## config.mk

```make
export PLATFORM = sky130hd
export DESIGN_NAME = one_wire_temperature_read_master
export DESIGN_NICKNAME = d
export VERILOG_FILES = /design/src/rtl/core/owtr_pkg.sv /design/src/rtl/core/owtr_front.sv /design/src/rtl/core/owtr_back.sv /design/src/rtl/core/one_wire_temperature_read_master.sv
export SDC_FILE = /design/constraint.sdc
export NUM_CORES = 1
export LEC_CHECK = 0
export BUFFER_PORTS_ARGS = -buffer_cell sky130_fd_sc_hd__buf_2
export CORE_MARGIN = 5
export CORE_UTILIZATION = 60
export CTS_CLUSTER_SIZE = 30
export DETAILED_ROUTE_END_ITERATION = 8
export PLACE_DENSITY_LB_ADDON = 0.1
export SKIP_CTS_REPAIR_TIMING = 1
export SKIP_LAST_GASP = 1
export SYNTH_ARGS = -nofsm -noshare
export SYNTH_HDL_FRONTEND = slang
export SYNTH_HIERARCHICAL = 1
export SYNTH_SLANG_ARGS = --single-unit
```

## constraint.sdc

```tcl
create_clock -name clk -period 6.9 [get_ports clk]
set_input_delay 0.69 -clock clk [delete_from_list [all_inputs] [get_ports clk]]
set_output_delay 0.69 -clock clk [all_outputs]
set_load 0.1 [all_outputs]
```

## src/rtl/core/owtr_pkg.sv

```systemverilog
`timescale 1ns / 1ps

package owtr_pkg;

	// Tick counter width of the bus timing engine.
	localparam int COUNTER_WIDTH = 16;
	// Compare width for the phase-length test: holds count + 1 and a 16-bit length.
	localparam int CMP_W = (COUNTER_WIDTH + 1 > 17) ? COUNTER_WIDTH + 1 : 17;

	// Depth of the queue between front and back, and of the result queue.
	localparam int Q_DEPTH = 2;
	localparam int PTR_W   = (Q_DEPTH > 1) ? $clog2(Q_DEPTH) : 1;
	localparam int CNT_W   = $clog2(Q_DEPTH + 1);

	// Fixed bus timing.
	localparam logic [15:0] GAP_TICKS = 16'd10;
	localparam logic [15:0] ONE_TICK  = 16'd1;

	// Operation codes.
	localparam logic [2:0] OP_TICK  = 3'd0;
	localparam logic [2:0] OP_RESET = 3'd1;
	localparam logic [2:0] OP_WRITE = 3'd2;
	localparam logic [2:0] OP_READ  = 3'd3;
	localparam logic [2:0] OP_TEMP  = 3'd4;

	// Configuration register indexes.
	localparam logic [1:0] REG_PRESENCE_TIMEOUT = 2'd0;
	localparam logic [1:0] REG_RESET_LOW_TICKS  = 2'd1;
	localparam logic [1:0] REG_SLOT_TICKS       = 2'd2;

	// ROM command bytes.
	localparam logic [7:0] CMD_SKIP_ROM = 8'hCC;
	localparam logic [7:0] CMD_CONVERT  = 8'h44;
	localparam logic [7:0] CMD_READ_SCR = 8'hBE;

	typedef enum logic [3:0] {
		PH_IDLE   = 4'd0,
		PH_R_REL  = 4'd1,
		PH_R_LOW  = 4'd2,
		PH_R_GAP  = 4'd3,
		PH_R_WAIT = 4'd4,
		PH_R_POST = 4'd5,
		PH_S_REL  = 4'd6,
		PH_S_LOW  = 4'd7,
		PH_S_DATA = 4'd8
	} phase_t;

	typedef enum logic [1:0] {
		KIND_RESET = 2'd0,
		KIND_WRITE = 2'd1,
		KIND_READ  = 2'd2
	} kind_t;

	typedef struct packed {
		logic [2:0] operation;
		logic [7:0] write_data;
		logic       bus_level;
	} in_item_t;

	typedef struct packed {
		logic              drive_low;
		logic              busy_res;
		logic              done_res;
		logic [7:0]        read_data;
		logic signed [15:0] temperature;
		logic              presence_seen;
	} out_item_t;

	// Item after classification by the front.
	typedef struct packed {
		logic       is_cmd;
		logic [2:0] op;
		logic [7:0] wdata;
		logic       bus;
	} tick_item_t;

	typedef struct packed {
		logic [15:0] presence_timeout;
		logic [9:0]  reset_low_ticks;
		logic [7:0]  slot_ticks;
	} cfg_t;

	// Temperature read sequence: unit kind per step.
	function automatic kind_t seq_kind(input logic [2:0] step);
		kind_t k;
		case (step)
			3'd0, 3'd3: k = KIND_RESET;
			3'd6, 3'd7: k = KIND_READ;
			default:    k = KIND_WRITE;
		endcase
		return k;
	endfunction

	// Temperature read sequence: byte sent per step.
	function automatic logic [7:0] seq_byte(input logic [2:0] step);
		logic [7:0] b;
		case (step)
			3'd1, 3'd4: b = CMD_SKIP_ROM;
			3'd2:       b = CMD_CONVERT;
			3'd5:       b = CMD_READ_SCR;
			default:    b = 8'h00;
		endcase
		return b;
	endfunction

endpackage

```

## src/rtl/core/owtr_front.sv

```systemverilog
`timescale 1ns / 1ps

module owtr_front import owtr_pkg::*; (
	input  logic       clk,
	input  logic       arst_n,
	input  logic       push,
	output logic       full,
	input  in_item_t   command,
	output logic       item_valid,
	input  logic       item_pop,
	output tick_item_t item
);

	tick_item_t           mem_q [Q_DEPTH];
	logic [PTR_W-1:0]     wr_ptr_q;
	logic [PTR_W-1:0]     rd_ptr_q;
	logic [CNT_W-1:0]     cnt_q;
	logic                 wr_en;
	logic                 rd_en;
	tick_item_t           cls;

	// Codes five to seven act as a plain tick.
	always_comb begin
		cls.is_cmd = (command.operation == OP_RESET) || (command.operation == OP_WRITE) ||
			(command.operation == OP_READ) || (command.operation == OP_TEMP);
		cls.op     = command.operation;
		cls.wdata  = command.write_data;
		cls.bus    = command.bus_level;
	end

	assign full       = (cnt_q == CNT_W'(Q_DEPTH));
	assign item_valid = (cnt_q != '0);
	assign item       = mem_q[rd_ptr_q];
	assign wr_en      = push && !full;
	assign rd_en      = item_pop && item_valid;

	always_ff @(posedge clk) begin
		if (wr_en) begin
			mem_q[wr_ptr_q] <= cls;
		end
	end

	always_ff @(posedge clk or negedge arst_n) begin
		if (!arst_n) begin
			wr_ptr_q <= '0;
			rd_ptr_q <= '0;
			cnt_q    <= '0;
		end else begin
			if (wr_en) begin
				wr_ptr_q <= (wr_ptr_q == PTR_W'(Q_DEPTH - 1)) ? '0 : wr_ptr_q + 1'b1;
			end
			if (rd_en) begin
				rd_ptr_q <= (rd_ptr_q == PTR_W'(Q_DEPTH - 1)) ? '0 : rd_ptr_q + 1'b1;
			end
			if (wr_en && !rd_en) begin
				cnt_q <= cnt_q + 1'b1;
			end else if (rd_en && !wr_en) begin
				cnt_q <= cnt_q - 1'b1;
			end
		end
	end

endmodule

```

## src/rtl/core/owtr_back.sv

```systemverilog
`timescale 1ns / 1ps

module owtr_back import owtr_pkg::*; (
	input  logic       clk,
	input  logic       arst_n,
	input  cfg_t       cfg,
	input  logic       item_valid,
	output logic       item_pop,
	input  tick_item_t item,
	output logic       empty,
	input  logic       pop,
	output out_item_t  result
);

	typedef struct packed {
		phase_t                   ph;
		logic [COUNTER_WIDTH-1:0] tc;
		logic [2:0]               bi;
		logic [7:0]               sb;
		logic [3:0]               step;
		logic [7:0]               lbh;
		logic [15:0]              th;
		logic                     pf;
		logic [2:0]               ac;
		logic [7:0]               lr;
	} eng_t;

	eng_t              st_q;
	eng_t              st_d;
	out_item_t         res;
	logic              eng_fire;
	logic              out_pop;
	out_item_t         out_mem_q [Q_DEPTH];
	logic [PTR_W-1:0]  out_wr_q;
	logic [PTR_W-1:0]  out_rd_q;
	logic [CNT_W-1:0]  out_cnt_q;

	function automatic kind_t unit_kind(input logic [2:0] ac, input logic [3:0] step);
		kind_t k;
		case (ac)
			OP_RESET: k = KIND_RESET;
			OP_WRITE: k = KIND_WRITE;
			OP_READ:  k = KIND_READ;
			default:  k = seq_kind(step[2:0]);
		endcase
		return k;
	endfunction

	// Phase ends on this tick; a saturated counter also ends it.
	function automatic logic run_out(input logic [COUNTER_WIDTH-1:0] tc,
		input logic [15:0] limit);
		logic [CMP_W-1:0] nxt;
		nxt = CMP_W'(tc) + CMP_W'(1);
		return (nxt >= CMP_W'(limit)) || (tc == '1);
	endfunction

	function automatic eng_t start_unit(input eng_t s, input logic [7:0] byte_in);
		eng_t r;
		r    = s;
		r.tc = '0;
		r.bi = '0;
		if (unit_kind(s.ac, s.step) == KIND_RESET) begin
			r.ph = PH_R_REL;
		end else begin
			r.ph = PH_S_REL;
			r.sb = byte_in;
		end
		return r;
	endfunction

	function automatic eng_t end_unit(input eng_t s);
		eng_t r;
		r = s;
		if (unit_kind(s.ac, s.step) == KIND_READ) begin
			r.lr = s.sb;
			if (s.ac == OP_TEMP) begin
				if (s.step[2:0] == 3'd6) begin
					r.lbh = s.sb;
				end else begin
					r.th = {s.sb, s.lbh};
				end
			end
		end
		if (s.ac == OP_TEMP && s.step < 4'd7) begin
			r.step = s.step + 4'd1;
			r      = start_unit(r, seq_byte(r.step[2:0]));
		end else begin
			r.ph = PH_IDLE;
			r.tc = '0;
		end
		return r;
	endfunction

	assign out_pop  = pop && !empty;
	assign eng_fire = item_valid && ((out_cnt_q != CNT_W'(Q_DEPTH)) || out_pop);
	assign item_pop = eng_fire;

	always_ff @(posedge clk or negedge arst_n) begin
		if (!arst_n) begin
			st_q <= '{ph: PH_IDLE, default: '0};
		end else if (eng_fire) begin
			st_q <= st_d;
		end
	end

	// One bus tick.
	always_comb begin
		logic  busy;
		logic  drive;
		logic  rd;
		logic  ends;
		eng_t  s;
		s     = st_q;
		busy  = 1'b0;
		drive = 1'b0;
		rd    = 1'b0;
		ends  = 1'b0;
		if (s.ph == PH_IDLE && item.is_cmd) begin
			s.ac   = item.op;
			s.step = '0;
			s      = start_unit(s, (item.op == OP_WRITE) ? item.wdata : seq_byte(3'd0));
		end
		if (s.ph != PH_IDLE) begin
			busy = 1'b1;
			case (s.ph)
				PH_R_REL: ends = run_out(s.tc, ONE_TICK);
				PH_R_LOW: begin
					drive = 1'b1;
					ends  = run_out(s.tc, {6'd0, cfg.reset_low_ticks});
				end
				PH_R_GAP:  ends = run_out(s.tc, GAP_TICKS);
				PH_R_WAIT: ends = !item.bus || run_out(s.tc, cfg.presence_timeout);
				PH_R_POST: ends = run_out(s.tc, {6'd0, cfg.reset_low_ticks});
				PH_S_REL:  ends = run_out(s.tc, ONE_TICK);
				PH_S_LOW: begin
					drive = 1'b1;
					ends  = run_out(s.tc, ONE_TICK);
				end
				default: begin
					rd = (unit_kind(s.ac, s.step) == KIND_READ);
					if (!rd && !s.sb[0]) begin
						drive = 1'b1;
					end
					if (rd && s.tc == '0) begin
						s.sb = {item.bus, s.sb[7:1]};
					end
					ends = run_out(s.tc, {8'd0, cfg.slot_ticks});
				end
			endcase
			s.tc = ends ? '0 : s.tc + 1'b1;
			if (ends) begin
				case (s.ph)
					PH_R_REL: s.ph = PH_R_LOW;
					PH_R_LOW: s.ph = PH_R_GAP;
					PH_R_GAP: s.ph = PH_R_WAIT;
					PH_R_WAIT: begin
						s.pf = !item.bus;
						s.ph = PH_R_POST;
					end
					PH_R_POST: s = end_unit(s);
					PH_S_REL:  s.ph = PH_S_LOW;
					PH_S_LOW:  s.ph = PH_S_DATA;
					default: begin
						if (!rd) begin
							s.sb = {1'b0, s.sb[7:1]};
						end
						if (s.bi == 3'd7) begin
							s = end_unit(s);
						end else begin
							s.bi = s.bi + 3'd1;
							s.ph = PH_S_REL;
						end
					end
				endcase
			end
		end
		st_d              = s;
		res.drive_low     = drive;
		res.busy_res      = busy;
		res.done_res      = busy && (s.ph == PH_IDLE);
		res.read_data     = s.lr;
		res.temperature   = $signed(s.th);
		res.presence_seen = s.pf;
	end

	// Result queue.
	assign empty  = (out_cnt_q == '0);
	assign result = out_mem_q[out_rd_q];

	always_ff @(posedge clk) begin
		if (eng_fire) begin
			out_mem_q[out_wr_q] <= res;
		end
	end

	always_ff @(posedge clk or negedge arst_n) begin
		if (!arst_n) begin
			out_wr_q  <= '0;
			out_rd_q  <= '0;
			out_cnt_q <= '0;
		end else begin
			if (eng_fire) begin
				out_wr_q <= (out_wr_q == PTR_W'(Q_DEPTH - 1)) ? '0 : out_wr_q + 1'b1;
			end
			if (out_pop) begin
				out_rd_q <= (out_rd_q == PTR_W'(Q_DEPTH - 1)) ? '0 : out_rd_q + 1'b1;
			end
			if (eng_fire && !out_pop) begin
				out_cnt_q <= out_cnt_q + 1'b1;
			end else if (out_pop && !eng_fire) begin
				out_cnt_q <= out_cnt_q - 1'b1;
			end
		end
	end

	a_cnt_bound: assert property (@(posedge clk) disable iff (!arst_n)
		out_cnt_q <= CNT_W'(Q_DEPTH))
		else $error("result queue overfilled");

	a_done_busy: assert property (@(posedge clk) disable iff (!arst_n)
		eng_fire && res.done_res |-> res.busy_res)
		else $error("done without busy");

	a_idle_tick: assert property (@(posedge clk) disable iff (!arst_n)
		eng_fire && st_q.ph == PH_IDLE && !item.is_cmd |-> !res.busy_res && !res.drive_low)
		else $error("idle tick reports activity");

	a_fire_fill: assert property (@(posedge clk) disable iff (!arst_n)
		eng_fire |=> !empty)
		else $error("processed tick lost");

endmodule

```

## src/rtl/core/one_wire_temperature_read_master.sv

```systemverilog
// A tick beat accepted into the front queue is run by the back engine, which writes its
// result beat into the result queue; the engine stalls while that queue is full and not popped.
// Throughput: one tick beat per cycle unless stalled; the engine runs one bus tick per cycle.
// A 2-entry queue sits between classifier and engine, and a 2-entry result queue at the output.
// Reset (arst_n low, asynchronous): engine zeroed, queues empty, registers 1000 / 300 / 25.
// No clearing pass: the block takes beats right after reset.
`timescale 1ns / 1ps

module one_wire_temperature_read_master import owtr_pkg::*; (
	input  logic        clk,
	input  logic        arst_n,
	// tick / command beats
	input  logic        push,
	output logic        full,
	input  in_item_t    command,
	// result beats
	output logic        empty,
	input  logic        pop,
	output out_item_t   result,
	// configuration port
	input  logic        psel,
	input  logic        penable,
	input  logic        pwrite,
	input  logic [3:0]  paddr,
	input  logic [31:0] pwdata,
	output logic [31:0] prdata,
	output logic        pready
);

	cfg_t       cfg_q;
	logic       cfg_wr;
	logic [1:0] reg_idx;
	logic       item_valid;
	logic       item_pop;
	tick_item_t item;

	// Registers sit at byte addresses 0, 4, 8.
	assign pready  = 1'b1;
	assign reg_idx = paddr[3:2];
	assign cfg_wr  = psel && penable && pwrite && pready;

	always_ff @(posedge clk or negedge arst_n) begin
		if (!arst_n) begin
			cfg_q.presence_timeout <= 16'd1000;
			cfg_q.reset_low_ticks  <= 10'd300;
			cfg_q.slot_ticks       <= 8'd25;
		end else if (cfg_wr) begin
			case (reg_idx)
				REG_PRESENCE_TIMEOUT: cfg_q.presence_timeout <= pwdata[15:0];
				REG_RESET_LOW_TICKS:  cfg_q.reset_low_ticks  <= pwdata[9:0];
				REG_SLOT_TICKS:       cfg_q.slot_ticks       <= pwdata[7:0];
				default: ;
			endcase
		end
	end

	// Read-back; unmapped addresses read zero.
	always_comb begin
		case (reg_idx)
			REG_PRESENCE_TIMEOUT: prdata = {16'd0, cfg_q.presence_timeout};
			REG_RESET_LOW_TICKS:  prdata = {22'd0, cfg_q.reset_low_ticks};
			REG_SLOT_TICKS:       prdata = {24'd0, cfg_q.slot_ticks};
			default:              prdata = 32'd0;
		endcase
	end

	// Front: accepts beats, flags real commands, buffers all beats.
	owtr_front u_front (
		.clk        (clk),
		.arst_n     (arst_n),
		.push       (push),
		.full       (full),
		.command    (command),
		.item_valid (item_valid),
		.item_pop   (item_pop),
		.item       (item)
	);

	// Back: bus timing engine and result queue.
	owtr_back u_back (
		.clk        (clk),
		.arst_n     (arst_n),
		.cfg        (cfg_q),
		.item_valid (item_valid),
		.item_pop   (item_pop),
		.item       (item),
		.empty      (empty),
		.pop        (pop),
		.result     (result)
	);

endmodule
```

==> results.json <==
{
  "synth_area_per_cell_sq_um": 10.8,
  "status": "finished, final reports clean",
  "antenna_found_initial": 0,
  "cts_buffer_depth": 2,
  "vias": 8107,
  "hold_violations": 0,
  "dpl_cell_area_sq_mm": 0.0117,
  "rr_worst_depth": 18,
  "die_x_microns": 147,
  "dp.cells": 1314,
  "synth-edff-count": 82,
  "ir_worst_vdd_mv": 0.213,
  "initial_core_util_pct": 60.4,
  "drt_pass1_iterations": 5,
  "rows": 50,
  "syn-cell-area_sq_mm": 0.0112,
  "rsz0062_at_grt": "false",
  "synth.most_common_cell": "mux2_2",
  "core_region_area_sq_mm": 0.0186,
  "cp.arrival_ps": 6160,
  "setup_violations": 0,
  "ioPinCount": 118,
  "dp_hpwl_mm": 18.1,
  "final_cell_area_sq_mm": 0.0123,
  "fmax_mhz": 171,
  "yosys_most_used_dff": "dfrtp_1",
  "yosys-top-cells-count": "102 x mux2_2, 100 x dfrtp_1, 87 x nand2_1",
  "fin_crit_ps": 5840,
  "fillers": 1476,
  "p_leak_nw": 5.36,
  "fin_skew_ps": 13.9,
  "max-cap-violations": 0,
  "synth_warnings": 6,
  "synth_area_leaders": "dfrtp_1 22%, edfxtp_1 22%, mux2_2 10%",
  "final_layout_size_suffix_gt1_share_pct": 25.3,
  "numCtsBuffers": 17,
  "grt_pass1_vias": 7881,
  "cts.reportedPaths.clkPinSlew_ps": 80,
  "r2r-start": "u_front/rd_ptr_q",
  "overflow": 0,
  "end_kind": "flop",
  "period_share_pct": 84.6,
  "drc": 0,
  "synth_top_area_share_pct": 22.3,
  "slew_violations": 0,
  "startpoint_type": "flop",
  "grt_max_degree": 59,
  "dieHeight_microns": 147,
  "synth_area_leader_cell": "dfrtp_1",
  "vias_per_cell": 6.02,
  "synth-seq-cells": 195,
  "ctsHtreeMaxLevel": 4,
  "gp_congestion": 0.923,
  "relSlewSlack_pct": 27.4,
  "root_buffer": "clkbuf_16",
  "wire_per_inst_microns": 18.8,
  "hp-class": "in2async",
  "p_per_area_mw_per_mm2": 473,
  "crit_path_max_fanout": 15,
  "r2r-end": "u_back/st_q[28]",
  "die_area_sq_mm": 0.0216,
  "antenna_left": 0,
  "finish.utilization_pct": 66.4,
  "track_usage_pct": 23.9,
  "cts_tree": "yes",
  "synth_cell_types": 86,
  "tightest_slew_ps": 1090,
  "synthCells": 1035,
  "clock_latency_ps": 440,
  "routed_wl_mm": 25.3,
  "critPathKind": "reg2reg",
  "grt_pass1_wl_mm": 41.5,
  "n_antenna_cell": 0,
  "drtIter0Drc": 721,
  "required_ps": 7220,
  "numClockSinks": 195,
  "rrSetupSlack_ps": 1060,
  "final_net_count": 1198,
  "area_delta_synth_final_pct": 9.83,
  "tns_ps": 0,
  "ys_seq_area_share_pct": 47.3,
  "io_buffers": 82,
  "finalNonFillerCells": 1346,
  "synthArstFlopShare_pct": 57.9
}
registers in the layout, summed over array words and instances (netlist names):
signal	count
u_back/st_q	71
u_back/out_mem_q	56
cfg_q	34
u_front/mem_q	26
u_back/out_cnt_q	2
u_front/cnt_q	2
u_back/out_rd_q	1
u_back/out_wr_q	1
u_front/rd_ptr_q	1
u_front/wr_ptr_q	1
kinds of logic after synthesis:
| group | share of synthesized area [%] |
|---|---|
| fa+ha+maj | 4.99 |
| xor+xnor | 1.95 |
| other cells | 0.0669 |
| mux | 14.2 |
| buf+inv | 5.35 |
| compound gates | 12.4 |
| simple gates | 13.7 |
| flops | 47.3 |
metrics by stage:
| stage | power [mW] | setup WS, ps | hold slack (ps) |
|---|---|---|---|
| after floorplan | 4.21 | 1440 | 394 |
| after global placement | 4.79 | 1170 | 462 |
| after detailed placement | 4.84 | 1100 | 473 |
| after CTS | 5.84 | 1050 | 331 |
| after global routing | 6.15 | 793 | 367 |
| final | 5.83 | 1060 | 294 |
worst max-delay path, stage by stage, from the launching register on:
cell	delay, ps
dfrtp_1	370
mux2_2	430
nand3_1	150
buf_4	220
and2_1	170
ha_1	250
and4_1	280
or3b_4	450
nor3_2	140
xnor2_1	250
nor2_1	80
ha_1	340
nand3_1	100
or2_2	340
nor4_1	330
a311o_1	320
nand2_2	240
or4_1	850
mux2_4	390
where the power goes:
group,internal (mW),switching [mW]
logic,0.763,2.29
clock network,0.494,0.502
registers,1.60,0.184
metal layers:
metal / vias up / track usage [%] / wire length [microns]
met5: - / 0 / 0
met4: 0 / 4.84 / 254
met3: 23 / 4.72 / 1560
met2: 266 / 36.4 / 11300
met1: 3938 / 35.9 / 12200
li1: 3880 / - / -
area by class of cell:
cell class / instances / area, sq um / area share [%]
Sequential cell: 195 / 5310 / 43.0
Inverter: 64 / 240 / 1.95
Timing Repair Buffer: 95 / 510 / 4.14
Tap cell: 234 / 293 / 2.37
Multi-Input combinational cell: 726 / 5380 / 43.6
Clock inverter: 15 / 176 / 1.43
Clock buffer: 17 / 425 / 3.45
worst max-delay path by stage:
stage	depth (start not counted)	from	to	slack, ps
floorplan	23	u_front/rd_ptr_q	u_back/out_mem_q[0][20]	1440
global placement	18	u_front/rd_ptr_q	u_back/st_q[32]	1170
detailed placement	18	u_front/rd_ptr_q	u_back/st_q[28]	1100
CTS	18	u_front/rd_ptr_q	u_back/st_q[28]	1050
global route	18	u_back/st_q[67]	u_back/st_q[28]	790
finish	18	u_front/rd_ptr_q	u_back/st_q[28]	1060
layout by cell type, fill, tap and decap left out, drive strengths merged, types with 19 or more instances in the layout:
cell type  count
a21oi         45
a22o          25
buf           95
dfrtp        100
edfxtp        82
ha            44
inv           71
mux2         115
mux2i         27
nand2         90
nand3         32
nand4         19
nor2          63
o21ai         42
No activity file was read; power rests on OpenSTA's default activity.
